[config.mk]
export PLATFORM = sky130hd
export DESIGN_NAME = offset_compensated_rms_current_detect_unit
export DESIGN_NICKNAME = d
export VERILOG_FILES = /design/src/design/ocrms_pkg.sv /design/src/design/offset_compensated_rms_current_detect_unit.sv
export SDC_FILE = /design/constraint.sdc
export NUM_CORES = 2
export LEC_CHECK = 0
export BUFFER_PORTS_ARGS = -buffer_cell sky130_fd_sc_hd__buf_2
export CAP_MARGIN = 30
export CORE_UTILIZATION = 60
export DETAILED_ROUTE_END_ITERATION = 12
export PLACE_DENSITY = 0.76
export SYNTH_ARGS = -nofsm -noshare
export SYNTH_HDL_FRONTEND = slang
export SYNTH_SLANG_ARGS = --single-unit
[constraint.sdc]
create_clock -name clk_i -period 24 [get_ports clk_i]
set_clock_uncertainty 0.1 [all_clocks]
set_input_delay 2.4 -clock clk_i [delete_from_list [all_inputs] [get_ports clk_i]]
set_output_delay 2.4 -clock clk_i [all_outputs]
set_load 0.02 [all_outputs]
[src/design/ocrms_pkg.sv]
package ocrms_pkg;

  // Default frame length in sample pairs
  localparam int unsigned SAMPLES_DEF = 40;

  // Width of the sum-of-squares accumulators
  localparam int unsigned SUM_W = 42;

  // Limit register width
  localparam int unsigned LIMIT_W = 32;

  // Reset values of the limit registers
  localparam logic [LIMIT_W-1:0] PHASE_LIMIT_RST   = 32'd3824;
  localparam logic [LIMIT_W-1:0] NEUTRAL_LIMIT_RST = 32'd32397;

  // Result queue depth, also the number of outstanding results before stalling
  localparam int unsigned RES_DEPTH = 8;

  // Input command codes
  typedef enum logic {
    CMD_MEASURE = 1'b0,
    CMD_CAPTURE = 1'b1
  } cmd_e;

  // Configuration register indexes
  typedef enum logic {
    CFG_PHASE_LIMIT   = 1'b0,
    CFG_NEUTRAL_LIMIT = 1'b1
  } cfg_idx_e;

  typedef struct packed {
    cmd_e               cmd;
    logic signed [15:0] phase_sample;
    logic signed [15:0] neutral_sample;
    logic               frame_end;
  } in_item_t;

  typedef struct packed {
    logic phase_present;
    logic neutral_present;
  } out_item_t;

endpackage

[src/design/offset_compensated_rms_current_detect_unit.sv]
// Channel   Direction  Handshake                 Payload
// in        sink       in_valid_i / in_stall_o   in_data_i   (ocrms_pkg::in_item_t)
// out       source     out_valid_o / out_stall_i out_data_o  (ocrms_pkg::out_item_t)
// cfg       sink       cfg_valid_i / cfg_ready_o cfg_index_i, cfg_data_i
//
// One sample pair is taken every cycle while in_stall_o is low. The offset
// store is read once per request, and written on capture requests, through a
// single port with a registered read, and the per-frame arithmetic runs in four
// more register stages before a result can leave the block.
// Results wait in an eight-entry queue; in_stall_o rises only once eight
// results are outstanding (in flight or queued) and out_stall_i holds them.
// Reset clears the frame position, the sums and the per-entry valid bits of
// the offset store at once; no clearing pass is needed.
module offset_compensated_rms_current_detect_unit #(
  parameter int unsigned SAMPLES = ocrms_pkg::SAMPLES_DEF
) (
  input  logic                                 clk_i,
  input  logic                                 rst_ni,
  // Sample requests
  input  logic                                 in_valid_i,
  output logic                                 in_stall_o,
  input  ocrms_pkg::in_item_t                  in_data_i,
  // Presence results
  output logic                                 out_valid_o,
  input  logic                                 out_stall_i,
  output ocrms_pkg::out_item_t                 out_data_o,
  // Limit register writes
  input  logic                                 cfg_valid_i,
  output logic                                 cfg_ready_o,
  input  ocrms_pkg::cfg_idx_e                  cfg_index_i,
  input  logic [ocrms_pkg::LIMIT_W-1:0]        cfg_data_i
);
  import ocrms_pkg::*;

  localparam int unsigned POS_W  = (SAMPLES > 2) ? $clog2(SAMPLES) : 1;
  localparam int unsigned PROD_W = LIMIT_W + 1 + POS_W;
  localparam int unsigned QPTR_W = $clog2(RES_DEPTH);
  localparam int unsigned CRED_W = $clog2(RES_DEPTH + 1);
  localparam logic [POS_W-1:0] POS_LAST = POS_W'(SAMPLES - 1);

  typedef struct packed {
    logic signed [15:0] phase;
    logic signed [15:0] neutral;
  } ofs_word_t;

  // ---------------------------------------------------------------------------
  // Configuration
  // ---------------------------------------------------------------------------
  logic [LIMIT_W-1:0] ph_limit_q, nu_limit_q;

  assign cfg_ready_o = 1'b1;

  always_ff @(posedge clk_i or negedge rst_ni) begin
    if (!rst_ni) begin
      ph_limit_q <= PHASE_LIMIT_RST;
      nu_limit_q <= NEUTRAL_LIMIT_RST;
    end else if (cfg_valid_i && cfg_ready_o) begin
      case (cfg_index_i)
        CFG_PHASE_LIMIT:   ph_limit_q <= cfg_data_i;
        CFG_NEUTRAL_LIMIT: nu_limit_q <= cfg_data_i;
        default: ;
      endcase
    end
  end

  // ---------------------------------------------------------------------------
  // Accept stage: frame position, offset store access
  // ---------------------------------------------------------------------------
  logic               in_acc;
  logic               is_capture;
  logic               is_result;
  logic               pos_summed;
  logic [POS_W-1:0]   pos_q, pos_d;
  logic [SAMPLES-1:0] ofs_vld_q;
  ofs_word_t          ofs_mem [SAMPLES];
  ofs_word_t          rd_q;

  logic [CRED_W-1:0]  cred_q;
  logic               out_acc;

  assign in_stall_o = (cred_q == CRED_W'(RES_DEPTH));
  assign in_acc     = in_valid_i && !in_stall_o;
  assign is_capture = (in_data_i.cmd == CMD_CAPTURE);
  assign is_result  = !is_capture && in_data_i.frame_end;
  // The last position of a frame is never summed; an overlong frame stays on it
  assign pos_summed = (pos_q != POS_LAST);

  always_comb begin
    pos_d = pos_q;
    if (in_data_i.frame_end) begin
      pos_d = '0;
    end else if (pos_summed) begin
      pos_d = pos_q + POS_W'(1);
    end
  end

  always_ff @(posedge clk_i or negedge rst_ni) begin
    if (!rst_ni) begin
      pos_q     <= '0;
      ofs_vld_q <= '0;
    end else if (in_acc) begin
      pos_q <= pos_d;
      if (is_capture) begin
        ofs_vld_q[pos_q] <= 1'b1;
      end
    end
  end

  // Capture writes at the accept edge, so a following request already reads
  // the new offset: no forwarding is needed.
  always_ff @(posedge clk_i) begin
    if (in_acc) begin
      if (is_capture) begin
        ofs_mem[pos_q] <= '{phase: in_data_i.phase_sample,
                            neutral: in_data_i.neutral_sample};
      end
      rd_q <= ofs_mem[pos_q];
    end
  end

  // ---------------------------------------------------------------------------
  // Stage 1: subtract offset, square
  // ---------------------------------------------------------------------------
  logic               s1_vld_q;
  logic               s1_add_q, s1_fend_q, s1_res_q, s1_ofs_ok_q;
  logic signed [15:0] s1_ph_q, s1_nu_q;

  always_ff @(posedge clk_i or negedge rst_ni) begin
    if (!rst_ni) begin
      s1_vld_q <= 1'b0;
    end else begin
      s1_vld_q <= in_acc;
    end
  end

  always_ff @(posedge clk_i) begin
    if (in_acc) begin
      s1_add_q    <= !is_capture && pos_summed;
      s1_fend_q   <= in_data_i.frame_end;
      s1_res_q    <= is_result;
      s1_ofs_ok_q <= ofs_vld_q[pos_q];
      s1_ph_q     <= in_data_i.phase_sample;
      s1_nu_q     <= in_data_i.neutral_sample;
    end
  end

  logic signed [15:0] ofs_ph, ofs_nu;
  logic signed [16:0] ph_diff, nu_diff;
  logic [16:0]        ph_abs, nu_abs;
  logic [15:0]        ph_mag, nu_mag;
  logic [31:0]        ph_sq, nu_sq;

  // An entry never captured since reset reads as zero
  assign ofs_ph  = s1_ofs_ok_q ? rd_q.phase   : 16'sd0;
  assign ofs_nu  = s1_ofs_ok_q ? rd_q.neutral : 16'sd0;
  assign ph_diff = $signed({s1_ph_q[15], s1_ph_q}) - $signed({ofs_ph[15], ofs_ph});
  assign nu_diff = $signed({s1_nu_q[15], s1_nu_q}) - $signed({ofs_nu[15], ofs_nu});
  assign ph_abs  = ph_diff[16] ? 17'(-ph_diff) : 17'(ph_diff);
  assign nu_abs  = nu_diff[16] ? 17'(-nu_diff) : 17'(nu_diff);
  assign ph_mag  = ph_abs[15:0];
  assign nu_mag  = nu_abs[15:0];
  assign ph_sq   = ph_mag * ph_mag;
  assign nu_sq   = nu_mag * nu_mag;

  // ---------------------------------------------------------------------------
  // Stage 2: accumulate, close the frame
  // ---------------------------------------------------------------------------
  logic             s2_vld_q;
  logic             s2_add_q, s2_fend_q, s2_res_q;
  logic [31:0]      s2_ph_sq_q, s2_nu_sq_q;

  always_ff @(posedge clk_i or negedge rst_ni) begin
    if (!rst_ni) begin
      s2_vld_q <= 1'b0;
    end else begin
      s2_vld_q <= s1_vld_q;
    end
  end

  always_ff @(posedge clk_i) begin
    if (s1_vld_q) begin
      s2_add_q   <= s1_add_q;
      s2_fend_q  <= s1_fend_q;
      s2_res_q   <= s1_res_q;
      s2_ph_sq_q <= ph_sq;
      s2_nu_sq_q <= nu_sq;
    end
  end

  logic [SUM_W-1:0] ph_sum_q, nu_sum_q, ph_sum_d, nu_sum_d;
  logic [POS_W-1:0] cnt_q, cnt_d;

  assign ph_sum_d = ph_sum_q + (s2_add_q ? SUM_W'(s2_ph_sq_q) : '0);
  assign nu_sum_d = nu_sum_q + (s2_add_q ? SUM_W'(s2_nu_sq_q) : '0);
  assign cnt_d    = cnt_q + POS_W'(s2_add_q);

  always_ff @(posedge clk_i or negedge rst_ni) begin
    if (!rst_ni) begin
      ph_sum_q <= '0;
      nu_sum_q <= '0;
      cnt_q    <= '0;
    end else if (s2_vld_q) begin
      if (s2_fend_q) begin
        ph_sum_q <= '0;
        nu_sum_q <= '0;
        cnt_q    <= '0;
      end else begin
        ph_sum_q <= ph_sum_d;
        nu_sum_q <= nu_sum_d;
        cnt_q    <= cnt_d;
      end
    end
  end

  // ---------------------------------------------------------------------------
  // Stage 3: scale limits by the count
  // floor(sum / count) > limit  <=>  sum >= (limit + 1) * count
  // ---------------------------------------------------------------------------
  logic             s3_vld_q;
  logic [SUM_W-1:0] s3_ph_sum_q, s3_nu_sum_q;
  logic [POS_W-1:0] s3_cnt_q;

  always_ff @(posedge clk_i or negedge rst_ni) begin
    if (!rst_ni) begin
      s3_vld_q <= 1'b0;
    end else begin
      s3_vld_q <= s2_vld_q && s2_res_q;
    end
  end

  always_ff @(posedge clk_i) begin
    if (s2_vld_q && s2_res_q) begin
      s3_ph_sum_q <= ph_sum_d;
      s3_nu_sum_q <= nu_sum_d;
      s3_cnt_q    <= cnt_d;
    end
  end

  logic [LIMIT_W:0] ph_lim_inc, nu_lim_inc;
  logic [PROD_W-1:0] ph_prod, nu_prod;

  assign ph_lim_inc = {1'b0, ph_limit_q} + (LIMIT_W+1)'(1);
  assign nu_lim_inc = {1'b0, nu_limit_q} + (LIMIT_W+1)'(1);
  assign ph_prod    = PROD_W'(ph_lim_inc) * PROD_W'(s3_cnt_q);
  assign nu_prod    = PROD_W'(nu_lim_inc) * PROD_W'(s3_cnt_q);

  // ---------------------------------------------------------------------------
  // Stage 4: compare
  // ---------------------------------------------------------------------------
  logic              s4_vld_q;
  logic              s4_nz_q;
  logic [SUM_W-1:0]  s4_ph_sum_q, s4_nu_sum_q;
  logic [PROD_W-1:0] s4_ph_prod_q, s4_nu_prod_q;
  out_item_t         res;

  always_ff @(posedge clk_i or negedge rst_ni) begin
    if (!rst_ni) begin
      s4_vld_q <= 1'b0;
    end else begin
      s4_vld_q <= s3_vld_q;
    end
  end

  always_ff @(posedge clk_i) begin
    if (s3_vld_q) begin
      s4_nz_q      <= (s3_cnt_q != '0);
      s4_ph_sum_q  <= s3_ph_sum_q;
      s4_nu_sum_q  <= s3_nu_sum_q;
      s4_ph_prod_q <= ph_prod;
      s4_nu_prod_q <= nu_prod;
    end
  end

  // An empty sum reports no current on either channel
  assign res.phase_present   = s4_nz_q && (s4_ph_sum_q >= SUM_W'(s4_ph_prod_q));
  assign res.neutral_present = s4_nz_q && (s4_nu_sum_q >= SUM_W'(s4_nu_prod_q));

  // ---------------------------------------------------------------------------
  // Result queue and outstanding-result credit
  // ---------------------------------------------------------------------------
  out_item_t         rq_q [RES_DEPTH];
  logic [QPTR_W-1:0] rq_wr_q, rq_rd_q;
  logic [CRED_W-1:0] rq_cnt_q;

  assign out_valid_o = (rq_cnt_q != '0);
  assign out_data_o  = rq_q[rq_rd_q];
  assign out_acc     = out_valid_o && !out_stall_i;

  always_ff @(posedge clk_i) begin
    if (s4_vld_q) begin
      rq_q[rq_wr_q] <= res;
    end
  end

  always_ff @(posedge clk_i or negedge rst_ni) begin
    if (!rst_ni) begin
      rq_wr_q  <= '0;
      rq_rd_q  <= '0;
      rq_cnt_q <= '0;
      cred_q   <= '0;
    end else begin
      if (s4_vld_q) begin
        rq_wr_q <= rq_wr_q + QPTR_W'(1);
      end
      if (out_acc) begin
        rq_rd_q <= rq_rd_q + QPTR_W'(1);
      end
      rq_cnt_q <= rq_cnt_q + CRED_W'(s4_vld_q) - CRED_W'(out_acc);
      // Reserve a queue slot for every result-producing request taken
      cred_q   <= cred_q + CRED_W'(in_acc && is_result) - CRED_W'(out_acc);
    end
  end

endmodule

==> impl_metrics.py <==
metrics = {
    "run_status": {
        "status": "finished, final reports clean",
    },
    "synth": {
        "netlist_instances": 7882,
        "synth-seq-area-share_pct": 54.95,
        "synth_area_um2": 101900,
        "synth_edf_count": 1682,
        "synth_cell_types": 106,
        "ys_async_sr_fraction_pct": 11.47,
        "synth.net_count": 9016,
        "yosys_warnings": 0,
        "synth_flop_cell": "edfxtp_1",
        "synth-seq-cells": 1900,
        "avgSynthCellArea_um2": 12.93,
    },
    "worst_hold_path": {
        "min_path_type": "register to register",
    },
    "flow_run": {
        "maxCapViolations": 0,
    },
    "grt": {
        "grt_util_all_layers_pct": 29.53,
        "gr-total-overflow": 0,
        "grt_pass1_wl_mm": 389.0,
        "grt_start_max_net_pins": 117,
        "antenna_found_initial": 8,
        "grt_pass1_vias": 66240,
    },
    "timing": {
        "worst_slew_pin_slew_ns": 1.121,
        "fmax_mhz": 94.38,
        "finalSetupTns_ns": 0,
        "fin_crit_ns": 10.59,
        "finalSetupViolations": 0,
        "drv_slew": 0,
        "hold_ws_ns": 0.2878,
        "hold_viol": 0,
        "slew_headroom_pct": 25.02,
        "period_share_pct": 44.15,
        "rsz0062_at_grt": "false",
    },
    "routing": {
        "met3_length_mm": 23.88,
        "vias": 65240,
        "highest_layer": "met5",
        "m1WireLength_mm": 97.75,
        "wl_mm": 252.8,
        "ant_nets": 0,
        "firstDrtPassIters": 9,
        "met2_wirelength_mm": 121.3,
        "drc": 0,
        "wl_per_cell_um": 24.52,
        "drt_iter0_drc": 7044,
        "routed_via_density": 6.328,
    },
    "cells_and_area": {
        "final_cell_mix": "edfxtp_1, inv_1, nand2_1",
        "final_common_cell": "edfxtp_1",
        "final_cell_count_no_fill": 10310,
        "finalCoreUtilization_pct": 66.37,
        "area.growth.synth_to_final_pct": 9.308,
        "finalNetCount": 9075,
        "drive_gt1_share_pct": 8.916,
    },
    "critical_path": {
        "critPathArrivalTime_ns": 11.08,
        "cp_common_cell": "fa_1",
        "crit_fanout": 31,
        "cp_data_required_time_ns": 24.49,
        "cpPeakStageDelay_ns": 0.70,
        "cp-start-kind": "register",
        "path_class": "register to register",
        "crit_path_end_kind": "register",
        "slowest_stage": "xor2_1",
    },
    "floorplan": {
        "fp.dieW_um": 414.1,
        "initial_core_util_pct": 60.72,
        "fp.dieH_um": 414.1,
        "num_io_pins": 77,
        "design.core.area_um2": 167800,
        "die-area_um2": 171400,
        "rows": 150,
    },
    "cts": {
        "cts_tree": "built",
        "cts.repair.resized": 0,
        "clk_latency_ns": 0.83,
        "cts_max_path_buffers": 3,
        "post-cts-setup-buffers": 0,
        "cts_hold_buf": 0,
        "clock-root-buffer": "clkbuf_16",
        "h-tree-depth": 4,
        "clock_sinks": 1900,
        "cts-buffers-inserted": 182,
        "clkTransAtPathRegs_ns": 0.07,
    },
    "placed_design": {
        "port_buffers": 75,
        "placed_cells": 9959,
        "hpwl_mm": 158.9,
        "gp_congestion": 0.9149,
    },
}
==> synthesized netlist by cell type, types with 43 or more instances <==
| cell | n | share of area, % |
|---|---|---|
| a21o_1 | 146 | 1.1 |
| a21oi_1 | 202 | 0.99 |
| a221oi_1 | 107 | 0.92 |
| a22o_1 | 143 | 1.2 |
| a22oi_1 | 499 | 3.7 |
| a31oi_1 | 52 | 0.32 |
| and2_1 | 118 | 0.72 |
| and3_1 | 43 | 0.26 |
| buf_1 | 48 | 0.18 |
| clkbuf_1 | 251 | 0.92 |
| dfrtp_1 | 201 | 4.9 |
| edfxtp_1 | 1682 | 50 |
| fa_1 | 578 | 11 |
| ha_1 | 484 | 5.9 |
| inv_1 | 850 | 3.1 |
| mux2_2 | 66 | 0.73 |
| nand2_1 | 673 | 2.5 |
| nand2b_1 | 58 | 0.36 |
| nand3_1 | 90 | 0.44 |
| nand4_1 | 181 | 1.1 |
| nor2_1 | 338 | 1.2 |
| nor2b_1 | 59 | 0.36 |
| nor3_1 | 63 | 0.31 |
| o211ai_1 | 53 | 0.39 |
| o21ai_0 | 119 | 0.58 |
| or2_2 | 55 | 0.34 |
| xnor2_1 | 217 | 1.9 |
| xor2_1 | 106 | 0.91 |
==> per-layer routing <==
layer / GRT usage [%] / vias up
li1: - / 28680
met1: 39.38 / 32450
met2: 48.34 / 3488
met3: 5.525 / 615
met4: 11.35 / 8
met5: 0 / -
==> layout make-up <==
| class | instances | area [um^2] |
|---|---|---|
| Inverter | 864 | 3246 |
| Tap cell | 2204 | 2758 |
| Timing Repair Buffer | 183 | 1316 |
| Multi-Input combinational cell | 4810 | 41840 |
| Antenna cell | 7 | 17.52 |
| Fill cell | 11790 | 56430 |
| Clock inverter | 118 | 1319 |
| Sequential cell | 1900 | 56000 |
| Clock buffer | 223 | 4865 |
==> worst max-delay path, delay by kind of cell (launching register included) <==
family	cells	cell delay [ns]
buf+inv	7	1.18
compound gates	9	2.01
fa+ha+maj	8	3.85
simple gates	9	1.85
flops	1	0.34
xor+xnor	2	1.03
==> cells by family (layout without fill, tap and decap cells) <==
logic type,after synthesis,after routing,synth area share [%]
other,1,8,0.003681
muxes,72,72,0.8376
DFF,1900,1900,54.95
adders and majority gates,1062,1062,17.30
xor gates and xnor gates,327,327,2.854
and+or+nand+nor,1770,1770,8.347
buffers and inverters,1172,1388,4.338
AOI/OAI and AO/OA,1578,1578,11.36
==> state kept, by name, summed over array words and instances, names as in the netlist, 16 cells and up <==
signal / count
ofs_mem: 1280
nu_sum_q: 42
ph_sum_q: 42
s3_nu_sum_q: 42
s3_ph_sum_q: 42
s4_nu_sum_q: 42
s4_ph_sum_q: 42
ofs_vld_q: 40
s4_nu_prod_q: 39
s4_ph_prod_q: 39
nu_limit_q: 32
ph_limit_q: 32
rd_q: 32
s2_nu_sq_q: 31
s2_ph_sq_q: 31
rq_q: 16
s1_nu_q: 16
s1_ph_q: 16
==> metrics by stage <==
| step | setup slack, ns | instance area, um^2 |
|---|---|---|
| 2_1_floorplan | 14.88 | 101900 |
| 3_3_place_gp | 13.73 | 105000 |
| 3_5_place_dp | 13.48 | 105100 |
| 4_1_cts | 13.48 | 111300 |
| 5_1_grt | 12.57 | 111300 |
| 6_report | 13.41 | 111400 |
==> worst paths after layout <==
path | start | endpoint | slack (ns) | cells after the start
worst max-delay path | s1_ofs_ok_q | s2_nu_sq_q[31] | 13.41 | 35
worst min-delay path | s3_nu_sum_q[2] | s4_nu_sum_q[2] | 0.29 | 0
worst max register to register | s1_ofs_ok_q | s2_nu_sq_q[31] | 13.41 | 35
worst min register to register | s3_nu_sum_q[2] | s4_nu_sum_q[2] | 0.29 | 0
max in group asynchronous | rst_ni | s3_vld_q | 20.79 | 2
min in group asynchronous | rst_ni | rq_cnt_q[2] | 1.44 | 1
Power is left out: the tool's default activity adds up to more than one toggle a clock period on the data nets, which glitch-free logic cannot reach.
